### src/hdl/acp_pkg.sv
// ----------------------------------------------------------------------------
// acp_pkg: shared types and constants for the ADC calibrate and place block
// Configuration record, queue entry format, mode, command and register codes.
// ----------------------------------------------------------------------------
package acp_pkg;

   // Placement modes
   localparam logic [2:0] MODE_PEAK  = 3'd0;
   localparam logic [2:0] MODE_PLAIN = 3'd1;
   localparam logic [2:0] MODE_RAND  = 3'd2;
   localparam logic [2:0] MODE_CMP4  = 3'd3;
   localparam logic [2:0] MODE_CMP5  = 3'd4;

   // Input commands
   localparam logic CMD_START  = 1'b0;
   localparam logic CMD_SAMPLE = 1'b1;

   // Register indexes on the csr port
   localparam logic [2:0] CSR_MODE          = 3'd0;
   localparam logic [2:0] CSR_STRIDE        = 3'd1;
   localparam logic [2:0] CSR_START_OFFSET  = 3'd2;
   localparam logic [2:0] CSR_ODD_START     = 3'd3;
   localparam logic [2:0] CSR_RECORD_LENGTH = 3'd4;
   localparam logic [2:0] CSR_GAIN          = 3'd5;
   localparam logic [2:0] CSR_BALANCE       = 3'd6;
   localparam logic [2:0] CSR_CENTER        = 3'd7;

   localparam int CSR_DATA_W = 16;

   // Calibration arithmetic
   localparam int          PROD_W     = 28;
   localparam int          GAIN_FRAC  = 14;
   localparam logic [7:0]  VAL_MAX    = 8'd255;

   // Queue between front and back (power of two)
   localparam int QUEUE_DEPTH = 4;
   localparam int QUEUE_AW    = 2;

   localparam int ADDR_W    = 10;
   localparam int MAX_WRITE = 3;

   typedef struct packed {
      logic [2:0]         mode;
      logic [6:0]         stride;
      logic signed [10:0] start_offset;
      logic               odd_start;
      logic [10:0]        record_length;
      logic [15:0]        gain;
      logic signed [8:0]  balance;
      logic [7:0]         center;
   } acp_cfg_type;

   // One classified word: up to three writes, each picks sample 0 or 1
   typedef struct packed {
      logic [15:0]                       word;
      logic [1:0]                        cnt;
      logic [MAX_WRITE-1:0][ADDR_W-1:0]  addr;
      logic [MAX_WRITE-1:0]              sel;
      logic                              done;
   } acp_op_type;

endpackage

### src/hdl/adc_calibrate_and_place_samples_unit.sv
// ----------------------------------------------------------------------------
// adc_calibrate_and_place_samples_unit: calibrate ADC samples, place in record
// Top level: configuration registers, classifying front, queue, back end.
// ----------------------------------------------------------------------------
// Usage:
//   req_*  carries one transaction per acquisition word: req_cmd selects a
//          record start or a sample word, req_sample_word holds two samples
//          (low byte first). req_ready drops only while the four-entry queue
//          between front and back is full.
//   rsp_*  carries one transaction per record write: address, calibrated
//          value, last write of its word, and record-complete flag.
//   csr_*  writes configuration registers 0..7; always ready. Write only
//          while no transaction is in flight.
//   Path: queue, multiply register, scale and clamp register, rsp register.
//   Throughput: one word per cycle while each word yields at most one write
//   and rsp_ready stays high; a word with several writes holds the back end's
//   write sequencer until its last write, one write per cycle on the rsp port.
//   Reset: clears record state (no record active) and loads default config.
//   Receiver stall: the rsp register holds; the back end pipeline and then the
//   queue fill, after which req_ready drops.
// ----------------------------------------------------------------------------
module adc_calibrate_and_place_samples_unit #(
   parameter int MAX_RECORD = 1024
) (
   input  logic        clock,
   input  logic        reset,
   input  logic        req_valid,
   output logic        req_ready,
   input  logic        req_cmd,
   input  logic [15:0] req_sample_word,
   output logic        rsp_valid,
   input  logic        rsp_ready,
   output logic [9:0]  rsp_address,
   output logic [7:0]  rsp_value,
   output logic        rsp_last,
   output logic        rsp_record_done,
   input  logic        csr_valid,
   output logic        csr_ready,
   input  logic [2:0]  csr_index,
   input  logic [15:0] csr_data
);

   acp_pkg::acp_cfg_type cfg_ff, cfg_in;

   logic                req_acc;
   logic                push_vld;
   acp_pkg::acp_op_type push_op;
   logic                q_full, q_vld, q_pop;
   acp_pkg::acp_op_type q_head;

   // Configuration registers are always writable
   assign csr_ready = 1'b1;

   always_comb begin
      cfg_in = cfg_ff;
      if (csr_valid) begin
         case (csr_index)
            acp_pkg::CSR_MODE:          cfg_in.mode          = csr_data[2:0];
            acp_pkg::CSR_STRIDE:        cfg_in.stride        = csr_data[6:0];
            acp_pkg::CSR_START_OFFSET:  cfg_in.start_offset  = $signed(csr_data[10:0]);
            acp_pkg::CSR_ODD_START:     cfg_in.odd_start     = csr_data[0];
            acp_pkg::CSR_RECORD_LENGTH: cfg_in.record_length = csr_data[10:0];
            acp_pkg::CSR_GAIN:          cfg_in.gain          = csr_data[15:0];
            acp_pkg::CSR_BALANCE:       cfg_in.balance       = $signed(csr_data[8:0]);
            acp_pkg::CSR_CENTER:        cfg_in.center        = csr_data[7:0];
            default:                    cfg_in = cfg_ff;
         endcase
      end
   end

   always_ff @(posedge clock) begin
      if (reset) begin
         cfg_ff.mode          <= acp_pkg::MODE_PLAIN;
         cfg_ff.stride        <= 7'd1;
         cfg_ff.start_offset  <= 11'sd0;
         cfg_ff.odd_start     <= 1'b0;
         cfg_ff.record_length <= 11'd1024;
         cfg_ff.gain          <= 16'd16384;
         cfg_ff.balance       <= 9'sd0;
         cfg_ff.center        <= 8'd128;
      end else begin
         cfg_ff <= cfg_in;
      end
   end

   // Accept a word whenever the queue has room; words with no writes
   // update the front state only and never enter the queue.
   assign req_ready = !q_full;
   assign req_acc   = req_valid && req_ready;

   // Front: record position, mode phase, dummy-word and odd-start handling
   acp_front #(
      .MAX_RECORD (MAX_RECORD)
   ) u_front (
      .clock           (clock),
      .reset           (reset),
      .cfg             (cfg_ff),
      .acc             (req_acc),
      .req_cmd         (req_cmd),
      .req_sample_word (req_sample_word),
      .push_vld        (push_vld),
      .push_op         (push_op)
   );

   // Queue: lets the front keep accepting while the back end drains writes
   acp_fifo u_fifo (
      .clock   (clock),
      .reset   (reset),
      .push    (push_vld),
      .push_op (push_op),
      .pop     (q_pop),
      .full    (q_full),
      .vld     (q_vld),
      .head    (q_head)
   );

   // Back: multiply stage, scale and clamp stage, write sequencer, rsp register
   acp_back u_back (
      .clock           (clock),
      .reset           (reset),
      .cfg             (cfg_ff),
      .q_vld           (q_vld),
      .q_op            (q_head),
      .q_pop           (q_pop),
      .rsp_ready       (rsp_ready),
      .rsp_valid       (rsp_valid),
      .rsp_address     (rsp_address),
      .rsp_value       (rsp_value),
      .rsp_last        (rsp_last),
      .rsp_record_done (rsp_record_done)
   );

endmodule

### src/hdl/acp_front.sv
// ----------------------------------------------------------------------------
// acp_front: record state and write classification
// Tracks position and mode state per accepted word and builds the write list.
// ----------------------------------------------------------------------------
module acp_front #(
   parameter int MAX_RECORD = 1024
) (
   input  logic                 clock,
   input  logic                 reset,
   input  acp_pkg::acp_cfg_type cfg,
   input  logic                 acc,
   input  logic                 req_cmd,
   input  logic [15:0]          req_sample_word,
   output logic                 push_vld,
   output acp_pkg::acp_op_type  push_op
);

   localparam int PosRaw = $clog2(MAX_RECORD + 256) + 1;
   localparam int PosW   = (PosRaw > 11) ? PosRaw : 11;
   localparam logic signed [PosW-1:0] PosOne  = PosW'(1);
   localparam logic signed [PosW-1:0] PosZero = PosW'(0);

   logic signed [PosW-1:0] pos_ff, pos_in, pos_new, start_pos;
   logic signed [PosW-1:0] len, strd, p1, p2;
   logic [2:0]             gp_ff, gp_in, gp_new, gp_cur;
   logic                   dummy_ff, dummy_in;
   logic                   odd_ff, odd_in, odd_new;
   logic                   act_ff, act_in;
   logic [2:0]             mode_eff;
   logic [31:0]            len_wide;
   logic                   in0, in1;
   logic [3:0]             c_vld;
   logic [3:0][acp_pkg::ADDR_W-1:0] c_addr;
   logic [3:0]             c_sel;
   logic [2:0]             n_wr;

   assign mode_eff = (cfg.mode > acp_pkg::MODE_CMP5) ? acp_pkg::MODE_PLAIN : cfg.mode;
   assign len_wide = ({21'd0, cfg.record_length} > 32'(MAX_RECORD)) ?
                     32'(MAX_RECORD) : {21'd0, cfg.record_length};
   assign len  = $signed({1'b0, len_wide[PosW-2:0]});
   assign strd = $signed(PosW'((cfg.stride == 7'd0) ? 7'd1 : cfg.stride));
   assign p1   = pos_ff + strd;
   assign p2   = p1 + strd;
   assign in0  = !pos_ff[PosW-1] && (pos_ff < len);
   assign in1  = !p1[PosW-1] && (p1 < len);
   assign gp_cur    = (gp_ff > 3'd4) ? 3'd0 : gp_ff;
   assign start_pos = (mode_eff == acp_pkg::MODE_PEAK) ? PosOne : PosW'(cfg.start_offset);

   // candidate writes in emission order
   always_comb begin
      c_vld   = '0;
      c_addr  = '0;
      c_sel   = '0;
      pos_new = pos_ff;
      gp_new  = gp_ff;
      odd_new = odd_ff;
      case (mode_eff)
         acp_pkg::MODE_PEAK: begin
            c_vld[0]  = in0;
            c_addr[0] = pos_ff[acp_pkg::ADDR_W-1:0];
            c_vld[1]  = in0 && (pos_ff == PosOne);
            if (p1 < len) begin
               c_vld[2]  = in1;
               c_addr[2] = p1[acp_pkg::ADDR_W-1:0];
               c_sel[2]  = 1'b1;
               c_vld[3]  = in1 && (p1 == PosOne);
               c_sel[3]  = 1'b1;
               pos_new   = p2;
            end else begin
               pos_new = p1;
            end
         end
         acp_pkg::MODE_RAND: begin
            c_vld[0]  = in0;
            c_addr[0] = pos_ff[acp_pkg::ADDR_W-1:0];
            pos_new   = p1;
         end
         acp_pkg::MODE_CMP4: begin
            if (gp_ff == 3'd0) begin
               c_vld[0]  = in0;
               c_addr[0] = pos_ff[acp_pkg::ADDR_W-1:0];
               pos_new   = p1;
               gp_new    = 3'd1;
            end else begin
               gp_new = 3'd0;
            end
         end
         acp_pkg::MODE_CMP5: begin
            if (gp_cur == 3'd0) begin
               c_vld[0]  = in0;
               c_addr[0] = pos_ff[acp_pkg::ADDR_W-1:0];
               pos_new   = p1;
            end else if (gp_cur == 3'd2 && pos_ff < len) begin
               c_vld[0]  = in0;
               c_addr[0] = pos_ff[acp_pkg::ADDR_W-1:0];
               c_sel[0]  = 1'b1;
               pos_new   = p1;
            end
            gp_new = (gp_cur >= 3'd4) ? 3'd0 : gp_cur + 3'd1;
         end
         default: begin
            if (odd_ff) begin
               c_vld[0]  = in0;
               c_addr[0] = pos_ff[acp_pkg::ADDR_W-1:0];
               c_sel[0]  = 1'b1;
               odd_new   = 1'b0;
               pos_new   = p1;
            end else begin
               c_vld[0]  = in0;
               c_addr[0] = pos_ff[acp_pkg::ADDR_W-1:0];
               c_vld[2]  = in1;
               c_addr[2] = p1[acp_pkg::ADDR_W-1:0];
               c_sel[2]  = 1'b1;
               pos_new   = p2;
            end
         end
      endcase
   end

   // pack valid candidates into consecutive slots
   always_comb begin
      n_wr         = 3'd0;
      push_op.addr = '0;
      push_op.sel  = '0;
      for (int k = 0; k < 4; k++) begin
         if (c_vld[k] && n_wr < 3'd3) begin
            push_op.addr[n_wr[1:0]] = c_addr[k];
            push_op.sel[n_wr[1:0]]  = c_sel[k];
            n_wr = n_wr + 3'd1;
         end
      end
      push_op.word = req_sample_word;
      push_op.cnt  = n_wr[1:0];
      push_op.done = !(pos_new < len);
   end

   assign push_vld     = acc && (req_cmd == acp_pkg::CMD_SAMPLE) && act_ff && !dummy_ff &&
                         (n_wr != 3'd0);

   always_comb begin
      pos_in   = pos_ff;
      gp_in    = gp_ff;
      dummy_in = dummy_ff;
      odd_in   = odd_ff;
      act_in   = act_ff;
      if (acc) begin
         if (req_cmd == acp_pkg::CMD_START) begin
            pos_in   = start_pos;
            gp_in    = 3'd0;
            dummy_in = 1'b1;
            odd_in   = (mode_eff == acp_pkg::MODE_PLAIN) && cfg.odd_start;
            act_in   = start_pos < len;
         end else if (act_ff) begin
            if (dummy_ff) begin
               dummy_in = 1'b0;
            end else begin
               pos_in = pos_new;
               gp_in  = gp_new;
               odd_in = odd_new;
               act_in = pos_new < len;
            end
         end
      end
   end

   always_ff @(posedge clock) begin
      if (reset) begin
         pos_ff   <= PosZero;
         gp_ff    <= 3'd0;
         dummy_ff <= 1'b1;
         odd_ff   <= 1'b0;
         act_ff   <= 1'b0;
      end else begin
         pos_ff   <= pos_in;
         gp_ff    <= gp_in;
         dummy_ff <= dummy_in;
         odd_ff   <= odd_in;
         act_ff   <= act_in;
      end
   end

endmodule

### src/hdl/acp_fifo.sv
// ----------------------------------------------------------------------------
// acp_fifo: short queue of classified words
// Decouples the front from the calibration back end.
// ----------------------------------------------------------------------------
module acp_fifo (
   input  logic                clock,
   input  logic                reset,
   input  logic                push,
   input  acp_pkg::acp_op_type push_op,
   input  logic                pop,
   output logic                full,
   output logic                vld,
   output acp_pkg::acp_op_type head
);

   acp_pkg::acp_op_type             mem_ff [acp_pkg::QUEUE_DEPTH];
   logic [acp_pkg::QUEUE_AW-1:0]    wr_ptr_ff, wr_ptr_in, rd_ptr_ff, rd_ptr_in;
   logic [acp_pkg::QUEUE_AW:0]      cnt_ff, cnt_in;

   assign full = (cnt_ff == (acp_pkg::QUEUE_AW + 1)'(acp_pkg::QUEUE_DEPTH));
   assign vld  = (cnt_ff != '0);
   assign head = mem_ff[rd_ptr_ff];

   always_comb begin
      wr_ptr_in = push ? wr_ptr_ff + 1'b1 : wr_ptr_ff;
      rd_ptr_in = pop  ? rd_ptr_ff + 1'b1 : rd_ptr_ff;
      cnt_in    = cnt_ff;
      if (push && !pop) begin
         cnt_in = cnt_ff + 1'b1;
      end else if (pop && !push) begin
         cnt_in = cnt_ff - 1'b1;
      end
   end

   always_ff @(posedge clock) begin
      if (reset) begin
         wr_ptr_ff <= '0;
         rd_ptr_ff <= '0;
         cnt_ff    <= '0;
      end else begin
         wr_ptr_ff <= wr_ptr_in;
         rd_ptr_ff <= rd_ptr_in;
         cnt_ff    <= cnt_in;
      end
   end

   always_ff @(posedge clock) begin
      if (push) begin
         mem_ff[wr_ptr_ff] <= push_op;
      end
   end

endmodule

### src/hdl/acp_back.sv
// ----------------------------------------------------------------------------
// acp_back: calibration pipeline and write sequencer
// Multiplies, scales and clamps both samples, then emits one write per cycle while rsp_ready is high.
// ----------------------------------------------------------------------------
module acp_back (
   input  logic                clock,
   input  logic                reset,
   input  acp_pkg::acp_cfg_type cfg,
   input  logic                q_vld,
   input  acp_pkg::acp_op_type q_op,
   output logic                q_pop,
   input  logic                rsp_ready,
   output logic                rsp_valid,
   output logic [9:0]          rsp_address,
   output logic [7:0]          rsp_value,
   output logic                rsp_last,
   output logic                rsp_record_done
);

   localparam int PW = acp_pkg::PROD_W;

   function automatic logic [7:0] calib(input logic signed [PW-1:0] p, input logic [7:0] c);
      logic signed [PW-1:0] t;
      logic signed [13:0]   v;
      t = (p + (p[PW-1] ? PW'((1 << acp_pkg::GAIN_FRAC) - 1) : PW'(0))) >>> acp_pkg::GAIN_FRAC;
      v = $signed({6'd0, c}) + t[13:0];
      if (v < 0) begin
         return 8'd0;
      end else if (v > $signed({6'd0, acp_pkg::VAL_MAX})) begin
         return acp_pkg::VAL_MAX;
      end else begin
         return v[7:0];
      end
   endfunction

   logic signed [10:0]    d0, d1;
   logic signed [16:0]    gain_s;
   logic signed [PW-1:0]  prod0, prod1;

   logic                  a_vld_ff, a_vld_in;
   acp_pkg::acp_op_type   a_op_ff;
   logic signed [PW-1:0]  a_p0_ff, a_p1_ff;

   logic                  b_vld_ff, b_vld_in;
   acp_pkg::acp_op_type   b_op_ff;
   logic [1:0][7:0]       b_val_ff;
   logic [1:0]            b_idx_ff, b_idx_in;

   logic                  rsp_valid_ff, rsp_valid_in;
   logic [9:0]            rsp_address_ff;
   logic [7:0]            rsp_value_ff;
   logic                  rsp_last_ff, rsp_record_done_ff;

   logic                  out_ld, b_last, b_free, a_mv, a_free;

   assign gain_s = $signed({1'b0, cfg.gain});
   assign d0     = $signed({3'd0, q_op.word[7:0]}) - $signed({3'd0, cfg.center});
   assign d1     = $signed({3'd0, q_op.word[15:8]}) + 11'(cfg.balance) -
                   $signed({3'd0, cfg.center});
   assign prod0  = d0 * gain_s;
   assign prod1  = d1 * gain_s;

   assign out_ld = b_vld_ff && (!rsp_valid_ff || rsp_ready);
   assign b_last = (b_idx_ff == (b_op_ff.cnt - 2'd1));
   assign b_free = !b_vld_ff || (out_ld && b_last);
   assign a_mv   = a_vld_ff && b_free;
   assign a_free = !a_vld_ff || a_mv;
   assign q_pop  = q_vld && a_free;

   assign a_vld_in     = q_pop ? 1'b1 : (a_mv ? 1'b0 : a_vld_ff);
   assign b_vld_in     = a_mv ? 1'b1 : (b_free ? 1'b0 : b_vld_ff);
   assign b_idx_in     = a_mv ? 2'd0 : (out_ld ? b_idx_ff + 2'd1 : b_idx_ff);
   assign rsp_valid_in = out_ld ? 1'b1 : (rsp_ready ? 1'b0 : rsp_valid_ff);

   always_ff @(posedge clock) begin
      if (reset) begin
         a_vld_ff     <= 1'b0;
         b_vld_ff     <= 1'b0;
         b_idx_ff     <= 2'd0;
         rsp_valid_ff <= 1'b0;
      end else begin
         a_vld_ff     <= a_vld_in;
         b_vld_ff     <= b_vld_in;
         b_idx_ff     <= b_idx_in;
         rsp_valid_ff <= rsp_valid_in;
      end
   end

   always_ff @(posedge clock) begin
      if (q_pop) begin
         a_op_ff <= q_op;
         a_p0_ff <= prod0;
         a_p1_ff <= prod1;
      end
      if (a_mv) begin
         b_op_ff     <= a_op_ff;
         b_val_ff[0] <= calib(a_p0_ff, cfg.center);
         b_val_ff[1] <= calib(a_p1_ff, cfg.center);
      end
      if (out_ld) begin
         rsp_address_ff     <= b_op_ff.addr[b_idx_ff];
         rsp_value_ff       <= b_val_ff[b_op_ff.sel[b_idx_ff]];
         rsp_last_ff        <= b_last;
         rsp_record_done_ff <= b_op_ff.done;
      end
   end

   assign rsp_valid       = rsp_valid_ff;
   assign rsp_address     = rsp_address_ff;
   assign rsp_value       = rsp_value_ff;
   assign rsp_last        = rsp_last_ff;
   assign rsp_record_done = rsp_record_done_ff;

endmodule

### config.mk
export PLATFORM = sky130hd
export DESIGN_NAME = adc_calibrate_and_place_samples_unit
export DESIGN_NICKNAME = d
export VERILOG_FILES = /design/src/hdl/acp_pkg.sv /design/src/hdl/adc_calibrate_and_place_samples_unit.sv /design/src/hdl/acp_front.sv /design/src/hdl/acp_fifo.sv /design/src/hdl/acp_back.sv
export SDC_FILE = /design/constraint.sdc
export NUM_CORES = 1
export LEC_CHECK = 0
export BUFFER_PORTS_ARGS = -buffer_cell sky130_fd_sc_hd__buf_2
export CAP_MARGIN = 20
export CORE_MARGIN = 4
export CORE_UTILIZATION = 38
export CTS_CLUSTER_SIZE = 14
export DETAILED_ROUTE_END_ITERATION = 16
export GPL_TIMING_DRIVEN = 0
export PLACE_DENSITY = 0.59
export SETUP_SLACK_MARGIN = 0.15
export SYNTH_ARGS = -nofsm -noshare
export SYNTH_HDL_FRONTEND = slang
export SYNTH_SLANG_ARGS = --single-unit
### constraint.sdc
create_clock -name clock -period 19.6 [get_ports clock]
set_clock_uncertainty 0.05 [all_clocks]
set_input_delay 0 -clock clock [delete_from_list [all_inputs] [get_ports clock]]
set_output_delay 0 -clock clock [all_outputs]
set_load 0.01 [all_outputs]
# Yosys cells after proc, flatten, opt, wreduce, memory -nomap -nowiden
# Memory sizes are Yosys's and may differ from the RTL's. A register that Yosys moved wholly into a read port is not among the register bits.
# Cells that the tools add are included.
[word_totals] reg_bits=260 latch_bits=0 mem_bits_rw=208 rom_bits=0 inputBits=41 out_inout_bits=23 wordCells=273 memories=1
[op_classes] add_sub_neg=19 mul=2 n_div=0 magnitude_cmp=23 n_eq_ne=20 shifts=0 muxes=99 bitwise_logic=6 reduce_logical=63
[memory_table] memory="u_fifo.mem_ff" words=4 word_bits=52 rd=1 rd_ports_with_merged_regs=1 write_ports=1 line_no="acp_fifo.sv:16" source="acp_pkg::acp_op_type mem_ff [acp_pkg::QUEUE_DEPTH];"
[ops] cell="2-to-1 mux 12 bit" count=9
[ops] cell="2-to-1 mux 10 bit" count=10
[ops] cell="2-to-1 mux 33 bit" count=3
[ops] cell="demux 10 bit (select 2 bit)" count=3
[ops] cell="NOT 30 bit" count=2
[ops] cell="adder 28 bit" count=2
[ops] cell="less-than comparator 12 bit" count=4
[ops] cell="one-hot mux 12 bit (4 select lines)" count=1
[ops] cell="one-hot mux 10 bit (2 select lines)" count=2
[ops] cell="2-to-1 mux 1 bit" count=35
[ops] cell="2-to-1 mux 3 bit" count=11
[ops] cell="2-to-1 mux 8 bit" count=4
[ops] cell="bitwise AND 10 x 30 -> 30 bit" count=1
[ops] cell="bitwise AND 30 bit" count=1
[ops] cell="bitwise mux 30 bit" count=1
[ops] cell="adder 8 x 14 -> 14 bit" count=2
[ops] cell="> comparator 14 x 9 -> 1 bit, second input constant" count=2
[ops] cell="less-than comparator 14 x 1 -> 1 bit, second input constant" count=2
[ops] cell="multiplier 11 x 17 -> 28 bit" count=1
[ops] cell="2-to-1 mux 14 bit" count=2
[ops] cell="multiplier 9 x 17 -> 26 bit" count=1
[ops] cell="adder 12 bit" count=2
[ops] cell="equality test 12 x 2 -> 1 bit, second input constant" count=2
[ops] cell="logical AND 1 bit" count=23
[ops] cell="other kinds (47)" count=106

# Longest topological paths before layout
[logic_depth] depth_word=23 mapped_depth=36 depth_no_buf=33

# Cells and area by module
# A second synthesis with hierarchy kept.
[hier_totals] cells_unflattened=3018 hier_area_um2=33852.5
[by_module_without_submodules] mod="acp_back" instances=1 cells_each=1859 area_each_um2=18843.1 seq_area_each_um2=4964.8
[by_module_without_submodules] mod="acp_fifo" instances=1 cells_each=316 area_each_um2=7995.2 seq_area_each_um2=6426.2
[by_module_without_submodules] mod="acp_front" instances=1 cells_each=593 area_each_um2=4301.6 seq_area_each_um2=360.3
[by_module_without_submodules] mod="adc_calibrate_and_place_samples_unit" instances=1 cells_each=250 area_each_um2=2712.6 seq_area_each_um2=1321.3

# Least setup slack after synthesis
# No wires, ideal clock.
[synth_path] path_kind="reg2reg" start="reg with a tool-made name" end="reg u_back.a_p1_ff[27] (data pin)" setup_ns=0.158 arrival_ns=8.865 t_required_ns=19.392 path_slack_ns=10.527 path_stages_with_launch=35 n_path_buf=3 period_less_slack_ns=9.073 path_cell_list="dfxtp_1 clkbuf_1 buf_1 mux4_2 inv_1 fa_1 inv_1 ha_1 a21o_1 a21oi_1 o21bai_1 a21oi_1 o21bai_1 a21oi_1 o21bai_1 a21oi_1 clkbuf_1 and2_1 fa_1 fa_1 fa_1 fa_1 inv_1 fa_1 inv_1 ha_1 a21o_1 a21o_1 a21o_1 a21oi_1 a31oi_1 a311o_1 a2111o_1 a2111o_1 o211ai_1"
[synth_lines] item="to (signal assigned)" line_no="acp_back.sv:93" source="a_p1_ff <= prod1;"
[synth_lines] item="to (decl)" line_no="acp_back.sv:42" source="logic signed [PW-1:0] a_p0_ff, a_p1_ff;"

==> results.txt <==
Outcome: finished, final reports clean
Synth Instances: 3027
DIE WIDTH: 303.3 um
Drt wl/cell: 19.18 um
Area Growth Syn to Fin: 11.53%
Syn Nets: 3583
Multi-input gate area: 18130 sq um
I/O pins: 64
CP peak stage delay: 0.77 ns
Util after Layout: 0.4265
F_max: 93.23 MHz
Pint: 3488 uW
Startpoint types: flip-flop
YS warnings: 0
First-pass GRT wire length: 131800 um
Final Instance Area: 36940 sq um
Rel. slew slack: 0.2426
Fraction of layout cells with a size suffix above 1: 0.07850
Setup WS post-layout: 8.873 ns
H-tree Lvls: 2
Crit share post-route: 0.5473
Req. time, crit path: 19.98 ns
Min Tclk post-route: 10.73 ns
VDD IR max: 0.1862 mV
Max-cap violations: 0
Routed vias: 22430
Worst Path Arrival: 11.11 ns
Register Area: 13070 sq um
FP Rows: 108
Leading post-synthesis cells by cell area: edfxtp_1 34%, fa_1 14%, ha_1 10%
Netlist cell types: 97
Drt first pass iters: 5
Hold Vio Cnt, Final: 0
CTS tree: built
Top-area cell type share of the netlist area: 0.3354
DR iter-0 viols: 1493
Biggest area consumer among synthesized cells: edfxtp_1
Power Density: 168.5 nW/um^2
Initial antenna violation count: 0
Flop pwr share: 0.248
Ys flop type: edfxtp_1
CP max-delay cell: buf_1
Dpl cell area: 34970 sq um
Num Clock Sinks: 468
DRC Markers: 0
Pleak: 0.01518 uW
Die area: 91960 sq um
Hold WC Path Type: input pin to flip-flop
Initial core utilization: 0.3824
Post-detailed-route count of antenna-violating nets: 0
Number of synthesized flops with an enable pin: 370
FF+latch count, synth: 468
Max Slew Vio Count: 0
GRT Total Usage: 0.1856
Clk slew on worst S/H paths: 0.06 ns
Psw: 2737 uW
Core ar.: 86620 sq um
Clock insertion delay at the later pin of the skew report: 0.60 ns
CP most frequent cell: fa_1
Post-synthesis async set-or-reset flop share: 0
Post-cts resize count: 0
GP Congestion: 0.9009
Register area share after synthesis: 0.3946
Clock Power Share: 0.144
DIE HEIGHT: 303.3 um
NumNets Final: 3739
Root Buffer: clkbuf_16
Syn Std Cell Area: 33130 sq um
Diode count: 0
CP Capture Type: flip-flop
DP Worst Slack: 8.847 ns
Largest net degree at the start of global routing: 53
Detailed-route wire length: 83990 um
Combinational power share: 0.608
Max clock buf depth: 3
IO buf count: 58
RSZ-0062 raised after global routing: false
TritonCTS Buffers: 49
Vias per cell: 5.124
# fillers: 8204
Number of global-route vias before repair: 22720
DP HPWL: 64150 um
Mean Syn Cell Area: 10.94 sq um
Sw Share: 0.4397
Setup TNS: 0 ns
# setup viols final: 0
Overall power: 6224 uW
Critical Path Fanout Max: 10
CP Class: flip-flop to flip-flop
Worst Tran Pin Value: 1.136 ns
Total gr overflow: 0
-- layer usage --
metal,vias up,part of all wire,wire length (um),track usage
li1,10710,-,-,-
met1,11050,0.47,39200,0.2654
met2,560,0.46,38680,0.3023
met3,122,0.051,4304,0.02597
met4,0,0.022,1811,0.03954
met5,-,0,0,0
-- cell type report --
class                   instances  share of cell area
plain buffers                 128             0.01534
clock inverters                29            0.006401
flip-flops and latches        468              0.3538
well taps                    1155             0.03912
repair buffers                105             0.02154
inverters                     368             0.03746
clock buffers                  62             0.03563
multi-input cells            2063              0.4907
-- logic make-up (layout without fill, tap and decap cells) --
kind of cell    Yosys count  after routing  share of synthesized area
compound gates          449            449                    0.08876
xor+xnor                106            106                    0.02859
fa+ha+maj               518            518                     0.2494
buf+inv                 496            692                    0.05889
flops                   468            468                     0.3946
mux                      94             94                    0.04854
other cells               1              1                  0.0001132
simple gates            895            895                     0.1311
-- stage by stage --
| stage | cells | hold slack, ns |
|---|---|---|
| final | 4378 | 0.1463 |
| after CTS | 4378 | 0.09217 |
| after floorplan | 3027 | 0.04887 |
| after global placement | 4240 | 0.1731 |
| after global routing | 4378 | 0.1441 |
| after detailed placement | 4245 | 0.1780 |
-- cell usage after synthesis, drive strengths merged, types with 35 or more instances --
cell	n
nand2b	47
nor2	145
mux4	52
o21ai	70
nand2	367
edfxtp	370
inv	368
a21o	35
a21oi	153
ha	277
fa	238
and2	136
dfxtp	98
clkbuf	113
xnor2	72
-- critical path: cells and delay by family, from the launching register on --
kind,cells,cell delay [ns]
mux,1,0.60
compound gates,17,4.01
buf+inv,7,1.97
simple gates,1,0.23
flops,1,0.31
fa+ha+maj,8,3.41
-- registers in the layout, summed over array words and instances, names as in the netlist, 2 cells and up, named ones only --
register,flops
cfg_ff,66
u_fifo.wr_ptr_ff,2
u_back.rsp_address,10
u_back.rsp_value,8
u_front.pos_ff,12
u_back.a_p0_ff,26
u_back.a_op_ff,36
u_front.gp_ff,3
u_fifo.mem_ff,208
u_back.b_idx_ff,2
u_back.b_op_ff,36
u_fifo.cnt_ff,3
u_fifo.rd_ptr_ff,2
u_back.a_p1_ff,28
u_back.b_val_ff,16
-- cell usage in the layout (no fill, tap or decap), types with 33 or more instances in the layout --
master and n:
buf_2 63, edfxtp_1 370, inv_1 367, and2_1 130, clkbuf_16 50, mux4_2 52
fa_1 238, nor2_1 145, xor2_1 33, nor3_1 33, o21ai_0 68, ha_1 277
dlygate4sd3_1 42, xnor2_1 72, dfxtp_1 98, nand2b_1 47, a21oi_1 151, clkbuf_1 118
nand2_1 366, a21o_1 33
-- final timing paths --
kind,start,end,slack [ns],cells past startpoint
max,flip-flop,u_back.a_p1_ff[27],8.87,34
min reg2reg,u_back.a_op_ff[12],u_back.b_op_ff[12],0.36,0
min,req_sample_word[2],u_fifo.mem_ff[0][38],0.15,2
max reg2reg,flip-flop,u_back.a_p1_ff[27],8.87,34
-- power groups by stage --
| stage | Combinational [uW] | Sequential [uW] | Clock (uW) |
|---|---|---|---|
| finish | 3780 | 1540 | 899 |
| global route | 4300 | 1560 | 964 |
| CTS | 3810 | 1550 | 921 |
| detailed placement | 3750 | 1570 | 0 |
| global placement | 3720 | 1600 | 0 |
| floorplan | 2750 | 1560 | 0 |
-- timing repair --
item,CTS,global route
setup buffers,0,0
endpoints found under the setup margin,0,0
endpoints found under the hold margin,139,0
hold buffers,42,0
Power figures use the tool's default switching activity.
